===== src/rtl/vwi_pkg.sv =====
`timescale 1ns / 1ps
package vwi_pkg;

  // Field and datapath widths
  localparam int COORD_W    = 32;
  localparam int SQ_W       = 64;
  localparam int ROOT_W     = 32;
  localparam int DIVIDEND_W = 48;
  localparam int DIV_CNT_W  = 6;
  localparam int CAP_W      = 11;
  localparam int TOL_W      = 31;
  localparam int OP_W       = 2;
  localparam int STATUS_W   = 2;
  localparam int VIDX_W     = 10;

  localparam logic [CAP_W-1:0] CAP_RESET = 11'd1024;

  // Operation codes
  localparam logic [OP_W-1:0] OP_ADD   = 2'd0;
  localparam logic [OP_W-1:0] OP_BEGIN = 2'd1;
  localparam logic [OP_W-1:0] OP_END   = 2'd2;

  // Status codes
  localparam logic [STATUS_W-1:0] ST_OK       = 2'd0;
  localparam logic [STATUS_W-1:0] ST_VTX_FULL = 2'd1;
  localparam logic [STATUS_W-1:0] ST_IDX_FULL = 2'd2;

  // Configuration register indexes
  localparam logic REG_CAPACITY  = 1'b0;
  localparam logic REG_TOLERANCE = 1'b1;

  // One stored vertex
  typedef struct packed {
    logic [2:0][COORD_W-1:0] pos;
    logic [2:0][COORD_W-1:0] nrm;
    logic [1:0][COORD_W-1:0] tex;
  } vertex_t;

  // Absolute difference of two signed components below tolerance
  function automatic logic close_fn(input logic [COORD_W-1:0] a,
                                    input logic [COORD_W-1:0] b,
                                    input logic [TOL_W-1:0]   tol);
    logic [COORD_W:0] diff;
    logic [COORD_W:0] mag;
    diff = {a[COORD_W-1], a} - {b[COORD_W-1], b};
    mag  = diff[COORD_W] ? (~diff + 1'b1) : diff;
    return mag < {2'b00, tol};
  endfunction

  // Magnitude of a signed component, as unsigned
  function automatic logic [COORD_W-1:0] mag_fn(input logic [COORD_W-1:0] x);
    return x[COORD_W-1] ? (~x + 1'b1) : x;
  endfunction

endpackage


===== src/rtl/vwi_div.sv =====
`timescale 1ns / 1ps
module vwi_div (
  input  logic                          clk,
  input  logic                          rst,
  input  logic                          start,
  input  logic [vwi_pkg::DIVIDEND_W-1:0] dividend,
  input  logic [vwi_pkg::ROOT_W-1:0]     divisor,
  output logic                          done,
  output logic [vwi_pkg::DIVIDEND_W-1:0] quotient
);
  import vwi_pkg::*;

  logic                 run;
  logic [DIV_CNT_W-1:0] cnt;
  logic [ROOT_W-1:0]    rem;
  logic [ROOT_W-1:0]    dsr;
  logic [ROOT_W:0]      trial;
  logic [ROOT_W:0]      diff;
  logic                 ge;

  // Shift in one dividend bit and try the subtract
  always_comb begin
    trial = {rem, quotient[DIVIDEND_W-1]};
    diff  = trial - {1'b0, dsr};
    ge    = trial >= {1'b0, dsr};
  end

  // Restoring divide, one quotient bit per cycle
  always_ff @(posedge clk) begin
    if (rst) begin
      run  <= 1'b0;
      done <= 1'b0;
    end else begin
      done <= 1'b0;
      if (start) begin
        quotient <= dividend;
        dsr      <= divisor;
        rem      <= '0;
        cnt      <= DIV_CNT_W'(DIVIDEND_W - 1);
        run      <= 1'b1;
      end else if (run) begin
        rem      <= ge ? diff[ROOT_W-1:0] : trial[ROOT_W-1:0];
        quotient <= {quotient[DIVIDEND_W-2:0], ge};
        cnt      <= cnt - 1'b1;
        if (cnt == '0) begin
          run  <= 1'b0;
          done <= 1'b1;
        end
      end
    end
  end

endmodule


===== config.mk =====
export PLATFORM = sky130hd
export DESIGN_NAME = vwi_div
export DESIGN_NICKNAME = d
export VERILOG_FILES = /design/src/rtl/vwi_pkg.sv /design/src/rtl/vwi_div.sv
export SDC_FILE = /design/constraint.sdc
export NUM_CORES = 1
export LEC_CHECK = 0
export ABC_AREA = 1
export BUFFER_PORTS_ARGS = -buffer_cell sky130_fd_sc_hd__buf_2
export CAP_MARGIN = 5
export CORE_ASPECT_RATIO = 1.25
export CORE_UTILIZATION = 35
export CTS_BUF_LIST = sky130_fd_sc_hd__clkbuf_4
export DETAILED_ROUTE_END_ITERATION = 10
export GPL_TIMING_DRIVEN = 0
export SLEW_MARGIN = 20
export SYNTH_ARGS = -nofsm -noshare
export SYNTH_HDL_FRONTEND = slang
export SYNTH_SLANG_ARGS = --single-unit

===== constraint.sdc =====
create_clock -name clk -period 6.5 [get_ports clk]
set_clock_uncertainty 0.05 [all_clocks]
set_input_delay 0.325 -clock clk [delete_from_list [all_inputs] [get_ports clk]]
set_output_delay 0.325 -clock clk [all_outputs]
set_load 0.02 [all_outputs]

---- Word-level counts from Yosys, hierarchy flattened ----
Cells that the tools add are included.
word-level totals
  register bits after elaboration ......... 120
  word-level logic and storage cells ...... 25
  output and inout port bits .............. 49
  bits of input ports ..................... 83
cells by class
  mux-type cells .......................... 9
  bitwise gates (word level) .............. 2
  add/subtract/negate cells ............... 2
  reduce and logical (&&, ||, !) cells .... 5
  $lt $le $gt $ge ......................... 1
operators by type and width
  operator               count
  $mux W48               2
  $mux W32               2
  $ge A33 B32 Y1         1
  $sub A32 B32 Y32       1
  $logic_not A6 Y1       1
  $mux W6                1
  $sub A6 B1 Y6 const B  1
  $mux W1                4
  $reduce_and A2 Y1      2
  $reduce_or A3 Y1       1
  $not A1 Y1             2
  $reduce_bool A2 Y1     1

---- Logic depth before layout (Yosys ltp) ----
  word-level depth ........................ 4
  depth in mapped cells ................... 17
  depth with buffers taken out ............ 15

---- Least setup slack after synthesis ----
Ideal clock, no wire load.
  kind .................................... input -> register
  from .................................... input port start
  to ...................................... register cnt[0] (enable)
  path slack .............................. 0.855 ns
  data arrival time ....................... 5.033 ns
  path buffers ............................ 2
  library setup time ...................... 0.561 ns
  required time ........................... 5.889 ns
  cell stages on the path ................. 4
  cells stage by stage .................... clkbuf_1 > inv_1 > buf_4 > a21oi_1
on the way
  word-level cells in the longest chain between the ends .. 2
RTL lines
  what                                 RTL line       RTL
  from (decl)                          vwi_div.sv:5   input logic start,
  $reduce_bool A2 Y1 (no source line)  --
  $reduce_and A2 Y1 (no source line)   --
  to (signal assigned)                 vwi_div.sv:39  cnt <= DIV_CNT_W'(DIVIDEND_W - 1);
  to (signal assigned)                 vwi_div.sv:44  cnt <= cnt - 1'b1;
  to (decl)                            vwi_div.sv:14  logic [DIV_CNT_W-1:0] cnt;
Every way passes these cells.
A chain may end at the register's enable or synchronous reset.

---- Worst setup path in the final report ----
  from .................................... register quotient[47] in the netlist's numbering
  to ...................................... register rem[20] (data pin)
on the way
  word-level cells in the longest chain between the ends .. 3
  elaborated cells on any way between the ends .. 4
  those cells by class .................... 1 x add/sub; 1 x order compare; 2 x mux
RTL lines
  what                                                       RTL line                      RTL
  from (decl)                                                vwi_div.sv:9                  output logic [vwi_pkg::DIVIDEND_W-1:0] quotient
  from (signal assigned)                                     vwi_div.sv:36                 quotient <= dividend;
  from (signal assigned)                                     vwi_div.sv:43                 quotient <= {quotient[DIVIDEND_W-2:0], ge};
  $sub A32 B32 Y32 / $ge A33 B32 Y1 (equally long branches)  vwi_div.sv:24, vwi_div.sv:25
  $mux W32 (*)                                               vwi_div.sv:42                 rem <= ge ? diff[ROOT_W-1:0] : trial[ROOT_W-1:0];
  $mux W32 (*)                                               vwi_div.sv:41                 end else if (run) begin
  to (signal assigned)                                       vwi_div.sv:42
  to (decl)                                                  vwi_div.sv:15                 logic [ROOT_W-1:0] rem;
Mark *: on every way between the ends. The rest lies on a longest branch, timed or not. The select of a mux whose other input is x is not followed.

==> summary.txt <==
Placement
  • DPL Wire Length: 15900 um
  • Pre-CTS WS: 3.82 ns
  • Placed standard-cell area: 8890 sq um
  • Placer Congestion: 0.920
  • Placed cells: 1441
  • IO Port Bufs: 130

Worst setup path
  • Critical Path AT: 2.78 ns
  • Worst-path cell chain: inv_1 > ha_1 > fa_1 > inv_1 > nand2_1 > nand2_1 > and2_1 > nand3_1 > nand2_1 > nand2_1 > nand3_1 > nand2_1 > nor2_1 > nor2_1
  • Kind of critical path: reg2reg
  • FF-to-FF Start: quotient[47]
  • Crit path launch: quotient[47]
  • Critical path peak fanout: 3
  • R2R Setup Slk: 3.98 ns
  • Crit-path max cell delay: 0.43 ns
  • FF-to-FF path depth: 14
  • CP Capture Type: flop
  • Worst r2r dst: rem[20]
  • Most common cell on crit path: nand2_1
  • Req. time, crit path: 6.76 ns
  • CP Launch Type: flop
  • Slowest-stage cell, CP: edfxtp_1

Routing
  • Routed WL: 21200 um
  • Via density: 4.45
  • Post-route ant nets: 0
  • Drt drc: 0
  • Total via count in the routed design: 6937
  • Iteration-0 DRC count of the detailed router: 379
  • Drt first pass iters: 5
  • Routed length per instance: 13.6 um

Floorplanning
  • Die area: 22600 sq um
  • Starting Density: 35.8%
  • IO Count: 132
  • Die Wd: 135 um
  • Die height: 168 um
  • FP Rows: 60
  • Core box area: 21500 sq um

Min path
  • Cell count of the worst hold path: 2
  • Worst Hold Launch: start
  • Hold Path Class: in2reg
  • WHS Endpoint: quotient[0]

Power and ir drop
  • Leakage Power: 5.09 nW
  • Worst vdd ir: 0.119 mV
  • Power per Cell Area: 218 nW/um^2
  • Design Power: 2.18 mW

Synth
  • Adder-cell share of the synthesized area: 5.78%
  • Syn Nets: 1144
  • Post-synthesis sequential area ratio: 46.5%
  • Post-synth EDFFs: 118
  • Avg Inst Size Synth: 7.51 sq um
  • Largest family of logic cells by synthesized area: simple AND/OR/NAND/NOR gates
  • Mapped Cells: 1026
  • Netlist cell types: 34
  • Simple-gate share of the synthesized area: 33.8%
  • Number of synthesis warnings: 0
  • Multiplexer area fraction after synthesis: 0%
  • Yosys reg bits: 120
  • Compound-Gate Fraction of Synth Area: 2.06%
  • Mapped cell area: 7700 sq um
  • Ys async rst share: 0%
  • Xor and xnor area share after synthesis: 1.71%
  • Post-synth top flop: edfxtp_1

Clocking
  • H-tree lvl count: 4
  • # clock sinks: 120
  • Clk_lat worst skew: 0.55 ns
  • # Post-CTS Setup Buffers: 0
  • CTS tree: yes
  • Longest Clk Path Bufs: 2
  • Clock transition at path regs: 0.13 ns
  • Clock buffer count from CTS: 17
  • Cell chosen for the clock root: clkbuf_4

Layout
  • Layout Cells excl Fill: 1558
  • Layout cells sized above 1: 15.6%
  • Final #Nets: 1380
  • P&R area growth vs syn: 29.8%
  • Fillers: 2159
  • Final Instance Area: 10000 sq um
  • Core Util, Final: 46.4%

Run status
  • Result of the run: finished clean

GRT
  • Vias in the first global route: 7110
  • Initial antenna violation count: 1
  • Grt total ovfl: 0
  • First-pass GRT wire length: 34700 um
  • Total Routing Usage GR: 19.9%
  • Pin count of the biggest net entering global routing: 19

STA
  • Fin. Hold Viols: 0
  • Max-slew violation count: 0
  • Worst setup margin: 3.98 ns
  • Period minus WS final: 2.52 ns
  • Max Fclk: 396 MHz
  • Final setup violation count: 0
  • RSZ-0062 raised after global routing: no
  • Final period util: 38.8%
  • Worst-Margin Slew: 0.593 ns
  • Hold Worst Slack: 0.287 ns
  • Slew Limit Headroom: 60.4%
  • Setup TNS: 0 ns

Job
  • Max Cap Viol: 0
-- synth_stat cells, types with 4 or more instances --
cell type	instances	area (sq um)
a21oi_1	23	115
nand2_1	428	1610
nand3b_1	27	203
xor2_1	14	123
clkbuf_1	12	45.0
and2_1	10	62.6
nor2_1	111	417
nand3_1	34	170
nand2_2	5	31.3
nor2_2	4	25.0
inv_1	167	627
ha_1	34	425
buf_6	5	56.3
edfxtp_1	118	3540
buf_2	6	30.0
-- cell usage in the layout (no fill, tap or decap), types with 2 or more instances in the layout --
cell / instances
a21oi_1: 22
and2_1: 10
buf_16: 6
buf_2: 136
buf_6: 5
bufinv_16: 2
clkbuf_1: 12
clkbuf_4: 17
clkinv_4: 3
clkinvlp_4: 3
dfxtp_1: 2
diode_2: 4
dlygate4sd3_1: 81
edfxtp_1: 118
ha_1: 34
inv_1: 167
inv_2: 3
inv_6: 6
nand2_1: 428
nand2_2: 5
nand3_1: 34
nand3b_1: 27
nand4_1: 3
nor2_1: 110
nor2_2: 4
nor3_1: 3
o21ai_0: 3
xor2_1: 14
-- metal layers --
layer  vias to the layer above  global-route usage, %  routed length (um)
li1                       3649                      -                   -
met1                      3089                   22.9                8970
met2                       170                   35.9               10800
met3                        29                   3.97                 926
met4                         0                   7.13                 454
met5                         -                      0                   0
-- layout make-up --
class                   count  area, sq um  area share (%)
clock buffers              17          128            1.28
plain buffers              25          143            1.43
inverters                 170          638            6.38
well taps                 279          349            3.49
multi-input cells         711         3360            33.6
flip-flops and latches    120         3580            35.8
clock inverters            15          166            1.66
diodes                      4         10.0           0.100
repair buffers            217         1630            16.3
-- cells by family after synthesis --
kind of cell | count (synthesis)
AO/OA/AOI/OAI | 30
XOR/XNOR | 15
adder cells (fa/ha/maj) | 35
buffers and inverters | 195
flip-flops | 120
AND/OR/NAND/NOR | 631
-- state kept, by name (all words and copies together) (netlist names) --
| signal | flops |
|---|---|
| cnt | 6 |
| rem | 32 |
| done | 1 |
| quotient | 48 |
| run | 1 |
| dsr | 32 |
-- how the worst max path moves through the flow --
stage / to / slack, ns / cells after the start
after global routing: rem[28] / 3.78 / 14
after CTS: rem[20] / 3.97 / 14
after detailed placement: quotient[19] / 3.82 / 8
final: rem[20] / 3.98 / 14
after global placement: quotient[15] / -1.70 / 4
after floorplan: cnt[0] / 0.86 / 4
-- worst max-delay path: cells and delay by family, from the launching register on --
kind / cells / cell delay, ns
simple gates: 10 / 0.98
fa+ha+maj: 2 / 0.64
flops: 1 / 0.43
buf+inv: 2 / 0.19
-- timing repair --
action | 4_1_cts | 5_1_grt
setup endpoints to repair | 0 | 0
hold buffers | 81 | 0
endpoints found under the hold margin | 81 | 0
resized for setup | 0 | 0
-- report_power, final --
part           internal [mW]  total [mW]  switching (mW)
Clock                  0.236       0.576           0.340
Combinational          0.250       0.651           0.401
Sequential             0.926       0.953          0.0267
Total                   1.41        2.18           0.767
Power figures use the tool's default switching activity.
