$ cat config.mk
export PLATFORM = sky130hd
export DESIGN_NAME = vwi_isqrt
export DESIGN_NICKNAME = d
export VERILOG_FILES = /design/src/rtl/vwi_pkg.sv /design/src/rtl/vwi_isqrt.sv
export SDC_FILE = /design/constraint.sdc
export NUM_CORES = 1
export LEC_CHECK = 0
export ABC_AREA = 1
export BUFFER_PORTS_ARGS = -buffer_cell sky130_fd_sc_hd__buf_2
export CAP_MARGIN = 20
export CELL_PAD_IN_SITES_DETAIL_PLACEMENT = 0
export CELL_PAD_IN_SITES_GLOBAL_PLACEMENT = 1
export CORE_ASPECT_RATIO = 1.75
export CORE_UTILIZATION = 40
export DETAILED_ROUTE_END_ITERATION = 10
export HOLD_SLACK_MARGIN = 0.05
export PLACE_DENSITY = 0.76
export SETUP_SLACK_MARGIN = 0.02
export SLEW_MARGIN = 20
export SYNTH_ARGS = -nofsm -noshare
export SYNTH_HDL_FRONTEND = slang
export SYNTH_SLANG_ARGS = --single-unit
$ cat constraint.sdc
create_clock -name clk -period 21.6 [get_ports clk]
set_clock_uncertainty 0.2 [all_clocks]
set_input_delay 2.16 -clock clk [delete_from_list [all_inputs] [get_ports clk]]
set_output_delay 2.16 -clock clk [all_outputs]
set_load 0.01 [all_outputs]
$ cat src/rtl/vwi_pkg.sv
`timescale 1ns / 1ps
package vwi_pkg;

  // Field and datapath widths
  localparam int COORD_W    = 32;
  localparam int SQ_W       = 64;
  localparam int ROOT_W     = 32;
  localparam int DIVIDEND_W = 48;
  localparam int DIV_CNT_W  = 6;
  localparam int CAP_W      = 11;
  localparam int TOL_W      = 31;
  localparam int OP_W       = 2;
  localparam int STATUS_W   = 2;
  localparam int VIDX_W     = 10;

  localparam logic [CAP_W-1:0] CAP_RESET = 11'd1024;

  // Operation codes
  localparam logic [OP_W-1:0] OP_ADD   = 2'd0;
  localparam logic [OP_W-1:0] OP_BEGIN = 2'd1;
  localparam logic [OP_W-1:0] OP_END   = 2'd2;

  // Status codes
  localparam logic [STATUS_W-1:0] ST_OK       = 2'd0;
  localparam logic [STATUS_W-1:0] ST_VTX_FULL = 2'd1;
  localparam logic [STATUS_W-1:0] ST_IDX_FULL = 2'd2;

  // Configuration register indexes
  localparam logic REG_CAPACITY  = 1'b0;
  localparam logic REG_TOLERANCE = 1'b1;

  // One stored vertex
  typedef struct packed {
    logic [2:0][COORD_W-1:0] pos;
    logic [2:0][COORD_W-1:0] nrm;
    logic [1:0][COORD_W-1:0] tex;
  } vertex_t;

  // Absolute difference of two signed components below tolerance
  function automatic logic close_fn(input logic [COORD_W-1:0] a,
                                    input logic [COORD_W-1:0] b,
                                    input logic [TOL_W-1:0]   tol);
    logic [COORD_W:0] diff;
    logic [COORD_W:0] mag;
    diff = {a[COORD_W-1], a} - {b[COORD_W-1], b};
    mag  = diff[COORD_W] ? (~diff + 1'b1) : diff;
    return mag < {2'b00, tol};
  endfunction

  // Magnitude of a signed component, as unsigned
  function automatic logic [COORD_W-1:0] mag_fn(input logic [COORD_W-1:0] x);
    return x[COORD_W-1] ? (~x + 1'b1) : x;
  endfunction

endpackage

$ cat src/rtl/vwi_isqrt.sv
`timescale 1ns / 1ps
module vwi_isqrt (
  input  logic                      clk,
  input  logic                      rst,
  input  logic                      start,
  input  logic [vwi_pkg::SQ_W-1:0]  operand,
  output logic                      done,
  output logic [vwi_pkg::ROOT_W-1:0] root
);
  import vwi_pkg::*;

  logic            run;
  logic [SQ_W-1:0] v;
  logic [SQ_W-1:0] r;
  logic [SQ_W-1:0] bitm;
  logic [SQ_W:0]   trial;
  logic            ge;

  // Trial subtract of one result bit
  always_comb begin
    trial = {1'b0, r} + {1'b0, bitm};
    ge    = {1'b0, v} >= trial;
  end

  // Resolve one root bit per cycle
  always_ff @(posedge clk) begin
    if (rst) begin
      run  <= 1'b0;
      done <= 1'b0;
    end else begin
      done <= 1'b0;
      if (start) begin
        v    <= operand;
        r    <= '0;
        bitm <= {2'b01, {(SQ_W-2){1'b0}}};
        run  <= 1'b1;
      end else if (run) begin
        if (ge) begin
          v <= v - trial[SQ_W-1:0];
          r <= (r >> 1) + bitm;
        end else begin
          r <= r >> 1;
        end
        bitm <= bitm >> 2;
        if (bitm[0]) begin
          run  <= 1'b0;
          done <= 1'b1;
        end
      end
    end
  end

  assign root = r[ROOT_W-1:0];

endmodule

# ---- Word-level counts from Yosys, hierarchy flattened
# Index checks and enable logic that the tools add are counted.
dict set report totals {
  register_bits 162
  inputBits 67
  output_inout_bits 33
  elab_cells 26
}
dict set report op_classes {
  addsub 3
  n_lt_le_gt_ge 1
  mux 10
  n_bitwise 2
  n_reduce_logical 5
}
# operator n
set ops {}
lappend ops {{2-to-1 mux 64 bit} 5}
lappend ops {{adder 64 x 63 -> 65 bit} 1}
lappend ops {{greater-or-equal comparator 64 x 65 -> 1 bit} 1}
lappend ops {{adder 63 x 63 -> 64 bit} 1}
lappend ops {{subtractor 64 bit} 1}
lappend ops {{2-to-1 mux 63 bit} 1}
lappend ops {{2-to-1 mux 1 bit} 4}
lappend ops {{nonzero test 2 bit} 2}
lappend ops {{AND reduction 3 bit} 1}
lappend ops {{OR reduction 3 bit} 1}
lappend ops {{inverter 1 bit} 2}
lappend ops {{AND reduction 2 bit} 1}

# ---- Longest topological paths before layout
# Gate-level depths: netlist (run 1).
dict set report depth {
  word_depth 5
  depth_mapped 30
}

# ---- Least setup slack after synthesis (run 1)
# No wires, ideal clock.
dict set report synth_timing {
  path_kind {input to register}
  start {input start}
  end {register v[0], enable pin}
  setup_ns 0.418
  arrival_time_ns 8.642
  t_required_ns 20.982
  slack_ns 12.340
  path_stages 4
  path_buffers 0
  path_cell_list {inv_2 a21oi_1 o21ai_1 inv_1}
}
dict set report synth_via {
  elab_chain_cells 2
  elab_cells_between_ends 3
  cone_classes {3 x reduce/logical}
}
# item line_no
set synth_rtl {}
lappend synth_rtl {{start: declaration} vwi_isqrt.sv:5} ;# input logic start,
lappend synth_rtl {{nonzero test 2 bit (no line)} n/a}
lappend synth_rtl {{AND reduction 3 bit (no line) (*)} n/a}
lappend synth_rtl {{end signal: assignment} vwi_isqrt.sv:33} ;# v <= operand;
lappend synth_rtl {{end signal: assignment} vwi_isqrt.sv:39} ;# v <= v - trial[SQ_W-1:0];
lappend synth_rtl {{end: declaration} vwi_isqrt.sv:13} ;# logic [SQ_W-1:0] v;
# Mark *: on every way between the ends. The rest lies on a longest branch, timed or not.
# A chain may end at the register's enable or synchronous reset.

# ---- Worst setup path in the final report (run 1)
dict set report layout_timing {
  start {register r[6]}
  end {register r[54], data pin}
}
dict set report layout_via {
  elab_chain_cells 4
  elab_cells_between_ends 5
  cone_classes {2 x add/sub; 1 x order compare; 2 x mux}
}
# item line_no
set layout_rtl {}
lappend layout_rtl {{start: declaration} vwi_isqrt.sv:14} ;# logic [SQ_W-1:0] r;
lappend layout_rtl {{start signal: assignment} vwi_isqrt.sv:40} ;# r <= (r >> 1) + bitm;
lappend layout_rtl {{start signal: assignment} vwi_isqrt.sv:42} ;# r <= r >> 1;
lappend layout_rtl {{adder 64 x 63 -> 65 bit} vwi_isqrt.sv:21} ;# trial = {1'b0, r} + {1'b0, bitm};
lappend layout_rtl {{greater-or-equal comparator 64 x 65 -> 1 bit} vwi_isqrt.sv:22} ;# ge = {1'b0, v} >= trial;
lappend layout_rtl {{2-to-1 mux 64 bit (*)} vwi_isqrt.sv:38} ;# if (ge) begin
lappend layout_rtl {{2-to-1 mux 64 bit (*)} vwi_isqrt.sv:37} ;# end else if (run) begin
# Mark *: on every way between the ends. The rest lies on a longest branch, timed or not. The select of a mux whose other input is x is not followed.

==> results of run 1 <==
## how the worst min path moves through the flow
stage / startpoint / end / slack [ps] / cells after the start
global placement: run / done / 290 / 2
finish: run / done / 320 / 2
detailed placement: run / done / 310 / 2
global route: run / done / 350 / 2
CTS: run / done / 320 / 2
floorplan: run / done / 220 / 2
## metal layers
layer / wire length, um / part of all wire [%] / global-route usage (%) / vias to the layer above
li1: - / - / - / 9719
met1: 28200 / 35 / 33.9 / 9233
met2: 41600 / 52 / 63.0 / 605
met3: 2990 / 3.7 / 3.15 / 220
met4: 7020 / 8.8 / 27.4 / 0
met5: 0 / 0 / 0 / -
## flip-flops by register name, summed over array words and instances (netlist names)
register,cells
run,1
v,64
r,64
done,1
bitm,32
## Yosys cell counts (21+ instances only)
| library cell | count |
|---|---|
| o21bai_1 | 21 |
| nand4_1 | 31 |
| nor3_1 | 29 |
| buf_4 | 37 |
| o21ai_0 | 193 |
| or2_2 | 26 |
| nand3_1 | 225 |
| xnor2_1 | 48 |
| inv_1 | 394 |
| nor2_1 | 367 |
| ha_1 | 130 |
| a21oi_1 | 204 |
| nand2_1 | 803 |
| xor2_1 | 68 |
| edfxtp_1 | 160 |
## area by class of cell
class / count / area share, %
inverter: 399 / 7.50
sequential: 162 / 24.2
multi-input combinational: 2284 / 59.0
tap: 583 / 3.65
timing repair buffer: 109 / 2.87
clock buffer: 18 / 2.15
clock inverter: 14 / 0.607
## through the flow
step | setup WS [ps] | hold slack [ps]
floorplan | 12340 | 221
global placement | 14370 | 291
detailed placement | 14490 | 307
CTS | 14440 | 319
global route | 13860 | 354
finish | 14230 | 322
## critical path, delay by kind of cell (launching register included)
kind | cells | cell delay (ps)
buffers and inverters | 3 | 960
DFF | 1 | 540
adders and majority gates | 2 | 790
xor gates and xnor gates | 1 | 170
and+or+nand+nor | 19 | 3460
AOI/OAI and AO/OA | 3 | 910
## power by group
part	internal, uW	switching [uW]	leakage, uW
sequential	401	45.6	0.00155
clock	151	155	0.000274
combinational	260	573	0.00692
total	812	773	0.00875
## logic make-up (layout without fill, tap and decap cells)
kind of cell	count (synthesis)	count (layout)
DFF	162	162
xor gates and xnor gates	116	116
buffers and inverters	477	540
and+or+nand+nor	1529	1529
adders and majority gates	131	131
AOI/OAI and AO/OA	508	508
==> flow_metrics.py, run 1 <==
metrics = {
    "setup_path": {
        "worst-r2r-setup-slack_ps": 14230,
        "crit_slowest_cell": "nor3_1",
        "worstPathMaxFanout": 65,
        "critical_path_required_ps": 21640,
        "critical_path.startpoint": "r[6]",
        "crit_end": "r[54]",
        "worstSetupStartpointType": "register",
        "crit_arrival_ps": 7410,
        "reg2reg_depth": 28,
        "reg2reg_from": "r[6]",
        "cpMostUsedCell": "nand2_1",
        "slowest_delay_ps": 840,
        "reg2reg_to": "r[54]",
        "critPathCaptureType": "register",
        "timing.setup.critical_path_class": "register to register",
    },
    "detailed_routing": {
        "vias": 19800,
        "wl_um": 79800,
        "via_per_inst": 5.54,
        "dr.pass1.iters": 5,
        "ant_nets": 0,
        "initialDrtViolationCount": 1435,
        "route.detailed.wl_per_inst_um": 22.4,
        "drcViolationCount": 0,
    },
    "logic_synthesis": {
        "synth-edff-count": 160,
        "avgSynthCellArea_um2": 6.36,
        "synth_top_area_share_pct": 25.8,
        "synth_area_mm2": 0.0186,
        "synthTopCellsByArea": "edfxtp_1 (26%), nand2_1 (16%), ha_1 (8.7%), inv_1 (8.0%), nor2_1 (7.4%)",
        "ys.flop_type": "edfxtp_1",
        "seq_area_frac_synth_pct": 26.1,
        "synth_top_family_by_area": "simple AND/OR/NAND/NOR gates",
        "yosysTopAreaCell": "edfxtp_1",
        "yosysUniqueCellTypes": 48,
        "syn_nets": 3121,
        "synth_async_sr_flop_share_pct": 0,
        "ys_ff_latch": 162,
        "ys_warn_count": 0,
        "syn-instance-count": 2923,
        "synth_xor_area_share_pct": 5.46,
        "synth_compound_area_share_pct": 14.9,
        "synth-simple-area-share_pct": 34.2,
        "synthAdderAreaFrac_pct": 8.85,
        "muxShareOfSynthArea_pct": 0,
    },
    "cells_and_area": {
        "drive_above_1_share_pct": 6.30,
        "fin_util_pct": 43.5,
        "nets": 3171,
        "diodes": 0,
        "syn_to_final_growth_pct": 7.52,
        "fin_area_mm2": 0.0200,
        "final_cells": 3569,
        "final_common_cell": "nand2_1",
        "register_area_mm2": 0.00484,
        "final_cell_mix": "nand2_1 (803), inv_1 (393), nor2_1 (367), nand3_1 (225), a21oi_1 (203)",
        "n_fill_cell": 5103,
        "multiInputGateArea_mm2": 0.0118,
    },
    "timing": {
        "slew_viol_final": 0,
        "min_period_ps": 7370,
        "setup_viol": 0,
        "period_share_pct": 34.1,
        "rsz0062_at_grt": "no",
        "hold_viol_final": 0,
        "worst_pin_slew_ps": 1160,
        "fmax_ghz": 0.136,
        "finalSetupTns_ps": 0,
        "max-slew-margin-rel_pct": 21.5,
    },
    "global_routing": {
        "first_global_vias": 20200,
        "gr-total-overflow": 0,
        "grt_max_degree": 66,
        "antenna_found_initial": 0,
        "grt_pass1_wl_um": 117000,
        "gr-usage-all-layers_pct": 34.1,
    },
    "placement": {
        "dpl-instance-area_mm2": 0.0194,
        "gp_congestion": 1.05,
        "dpl.hpwl_um": 65900,
        "numPortBuffers": 99,
        "place_inst": 3537,
    },
    "floorplanning": {
        "initial_core_util_pct": 40.5,
        "die_w_um": 165,
        "die-height_um": 287,
        "coreArea_mm2": 0.0459,
        "rows": 104,
        "dieArea_mm2": 0.0474,
        "io_pins": 100,
    },
    "clock_network": {
        "cts_tree": "yes",
        "cts_buffers": 17,
        "clk_latency_ps": 480,
        "hold_buffers": 0,
        "cts-resized-gates": 0,
        "clk_pin_slew_ps": 80,
        "clockBufferDepth": 2,
        "numClockSinks": 162,
        "root_buffer": "clkbuf_16",
        "post_cts.repair.setup_buffers": 0,
        "htree_levels": 4,
    },
    "power": {
        "power.leakage_uw": 0.00875,
        "power_density_mw_per_mm2": 79.3,
        "ir_worst_vdd_v": 0.0000575,
        "p_total_uw": 1590,
    },
    "job": {
        "max_cap_violations": 0,
    },
    "worst_hold_path": {
        "hold_path.class": "register to register",
    },
    "run_status": {
        "run_status": "finished clean",
    },
}
Power figures use the tool's default switching activity.
==> inputs of run 2 (changes only) <==
clock period = 7.61 ns   (was 21.6 ns; I/O delays follow)
==> run 2 against run 1 <==
  * Maximum frequency up 13%
  * Die area unchanged
  * Wire length up 0.97%
  * Worst hold slack worse by 20 ps
  * First-iteration DRC count up 2.0%
  * Sequential share of layout area down 0.17 points
  * Via count down 0.26%
  * Clock power rose to 3.1 times the previous value
  * Cell count up 0.14%
  * Register-to-register slack worse by 13000 ps
  * Critical path depth down 4
  * Utilization up 0.32 points
  * Critical path type unchanged
  * Largest power group unchanged
==> flow_metrics.py, run 2 (synthesis gave the netlist of run 1 again) <==
metrics = {
    "setup_path": {
        "crit_arrival_ps": 6480,
        "worstSetupStartpointType": "register",
        "slowest_delay_ps": 650,
        "timing.setup.critical_path_class": "register to register",
        "cp_cell_sequence": "ha_1 -> nand2_1 -> o21ai_0 -> nand2_1 -> o21ai_0 -> a21oi_1 -> o21ai_1 -> a21oi_1 -> o21ai_1 -> xnor2_1 -> ha_1 -> nand2_1 -> nor2_1 -> nand2_1 -> nor3_1 -> nand4_1 -> nand2_1 -> nand3_1 -> nand2_1 -> nor2_2 -> nand2_2 -> o21ai_1 -> inv_2 -> buf_12",
        "critical_path_required_ps": 7580,
        "worstPathMaxFanout": 30,
        "critPathCaptureType": "register",
        "cpMostUsedCell": "nand2_1",
        "crit_slowest_cell": "inv_2",
    },
    "timing": {
        "hold_viol_final": 0,
        "worst_pin_slew_ps": 847,
        "period_share_pct": 85.5,
        "finalSetupTns_ps": 0,
        "min_period_ps": 6510,
        "rsz0062_at_grt": "no",
        "fmax_ghz": 0.154,
        "max-slew-margin-rel_pct": 43.2,
        "worst_hold_slack_ps": 302,
        "setup_viol": 0,
        "slew_viol_final": 0,
    },
    "floorplanning": {
        "initial_core_util_pct": 40.5,
        "die-height_um": 287,
        "die_w_um": 165,
        "rows": 104,
        "io_pins": 100,
        "dieArea_mm2": 0.0474,
        "coreArea_mm2": 0.0459,
    },
    "clock_network": {
        "cts_buffers": 17,
        "cts_tree": "yes",
        "htree_levels": 4,
        "numClockSinks": 162,
        "hold_buffers": 0,
        "clk_pin_slew_ps": 90,
        "root_buffer": "clkbuf_16",
        "clk_latency_ps": 470,
        "cts-resized-gates": 0,
        "clockBufferDepth": 2,
        "post_cts.repair.setup_buffers": 0,
    },
    "global_routing": {
        "grt_max_degree": 60,
        "gr-total-overflow": 0,
        "grt_pass1_wl_um": 117000,
        "first_global_vias": 19900,
        "antenna_found_initial": 0,
        "gr-usage-all-layers_pct": 34.2,
    },
    "detailed_routing": {
        "wl_um": 80600,
        "initialDrtViolationCount": 1463,
        "dr.pass1.iters": 5,
        "drcViolationCount": 0,
        "route.detailed.wl_per_inst_um": 22.5,
        "via_per_inst": 5.52,
        "vias": 19700,
        "ant_nets": 0,
    },
    "cells_and_area": {
        "final_common_cell": "nand2_1",
        "final_cell_mix": "nand2_1 (803), inv_1 (393), nor2_1 (367), nand3_1 (225), a21oi_1 (203)",
        "nets": 3175,
        "n_fill_cell": 5082,
        "drive_above_1_share_pct": 6.52,
        "largestRegisters": "r: 64 flops, v: 64 flops, bitm: 32 flops",
        "syn_to_final_growth_pct": 8.30,
    },
    "placement": {
        "gp_congestion": 1.03,
        "numPortBuffers": 99,
        "dpl.hpwl_um": 68100,
    },
    "power": {
        "power.leakage_uw": 0.00881,
        "ir_worst_vdd_v": 0.000173,
        "power_density_mw_per_mm2": 230,
    },
    "run_status": {
        "run_status": "finished clean",
    },
    "worst_hold_path": {
        "hold_path.class": "input pin to register",
    },
    "job": {
        "max_cap_violations": 0,
    },
}
-- run 2: layer usage --
metal | up-vias | part of all wire [%] | GRT usage [%]
met3 | 230 | 3.3 | 2.91
met5 | - | 0 | 0
met2 | 587 | 52 | 63.1
met4 | 0 | 9.5 | 28.9
li1 | 9719 | - | -
met1 | 9190 | 35 | 33.7
-- run 2: final cells by class --
type | instances | area, um2 | share of cell area, %
multi-input combinational | 2284 | 11800 | 58.6
sequential | 162 | 4840 | 24.1
inverter | 399 | 1500 | 7.44
tap | 583 | 729 | 3.62
timing repair buffer | 113 | 628 | 3.12
clock buffer | 17 | 425 | 2.11
clock inverter | 15 | 213 | 1.06
antenna | 1 | 2.50 | 0.0124
-- run 2: path summary, 6_finish.rpt --
| check | start | to | slack, ps | cells after the start |
|---|---|---|---|---|
| worst max-delay path | r[20] | v[53] | 1100 | 24 |
| worst min register to register | run | done | 310 | 2 |
| worst min-delay path | rst | done | 300 | 2 |
| worst max register to register | r[20] | v[53] | 1100 | 24 |
-- run 2: through the flow --
stage	setup WS, ps	total power [uW]	util [%]	area, um2	std cells
floorplan	1800	2870	-	18600	2923
global placement	1230	3650	42.4	19500	3541
detailed placement	1230	3650	42.4	19500	3541
CTS	1200	4600	43.8	20100	3573
global route	698	4910	43.8	20100	3573
finish	1100	4620	43.8	20100	3574
-- run 2: report_power, final --
part           internal, uW  total, uW  switching (uW)  leakage (uW)
Clock                   481        944             464      0.000308
Sequential             1140       1260             126       0.00155
Combinational           746       2420            1670       0.00695
Total                  2360       4620            2260       0.00881
-- run 2: critical path, delay by kind of cell (launching register included) --
kind	cells	cell delay (ps)
AOI/OAI and AO/OA	7	2060
xor gates and xnor gates	1	140
adders and majority gates	2	810
buffers and inverters	2	910
DFF	1	540
and+or+nand+nor	12	1520
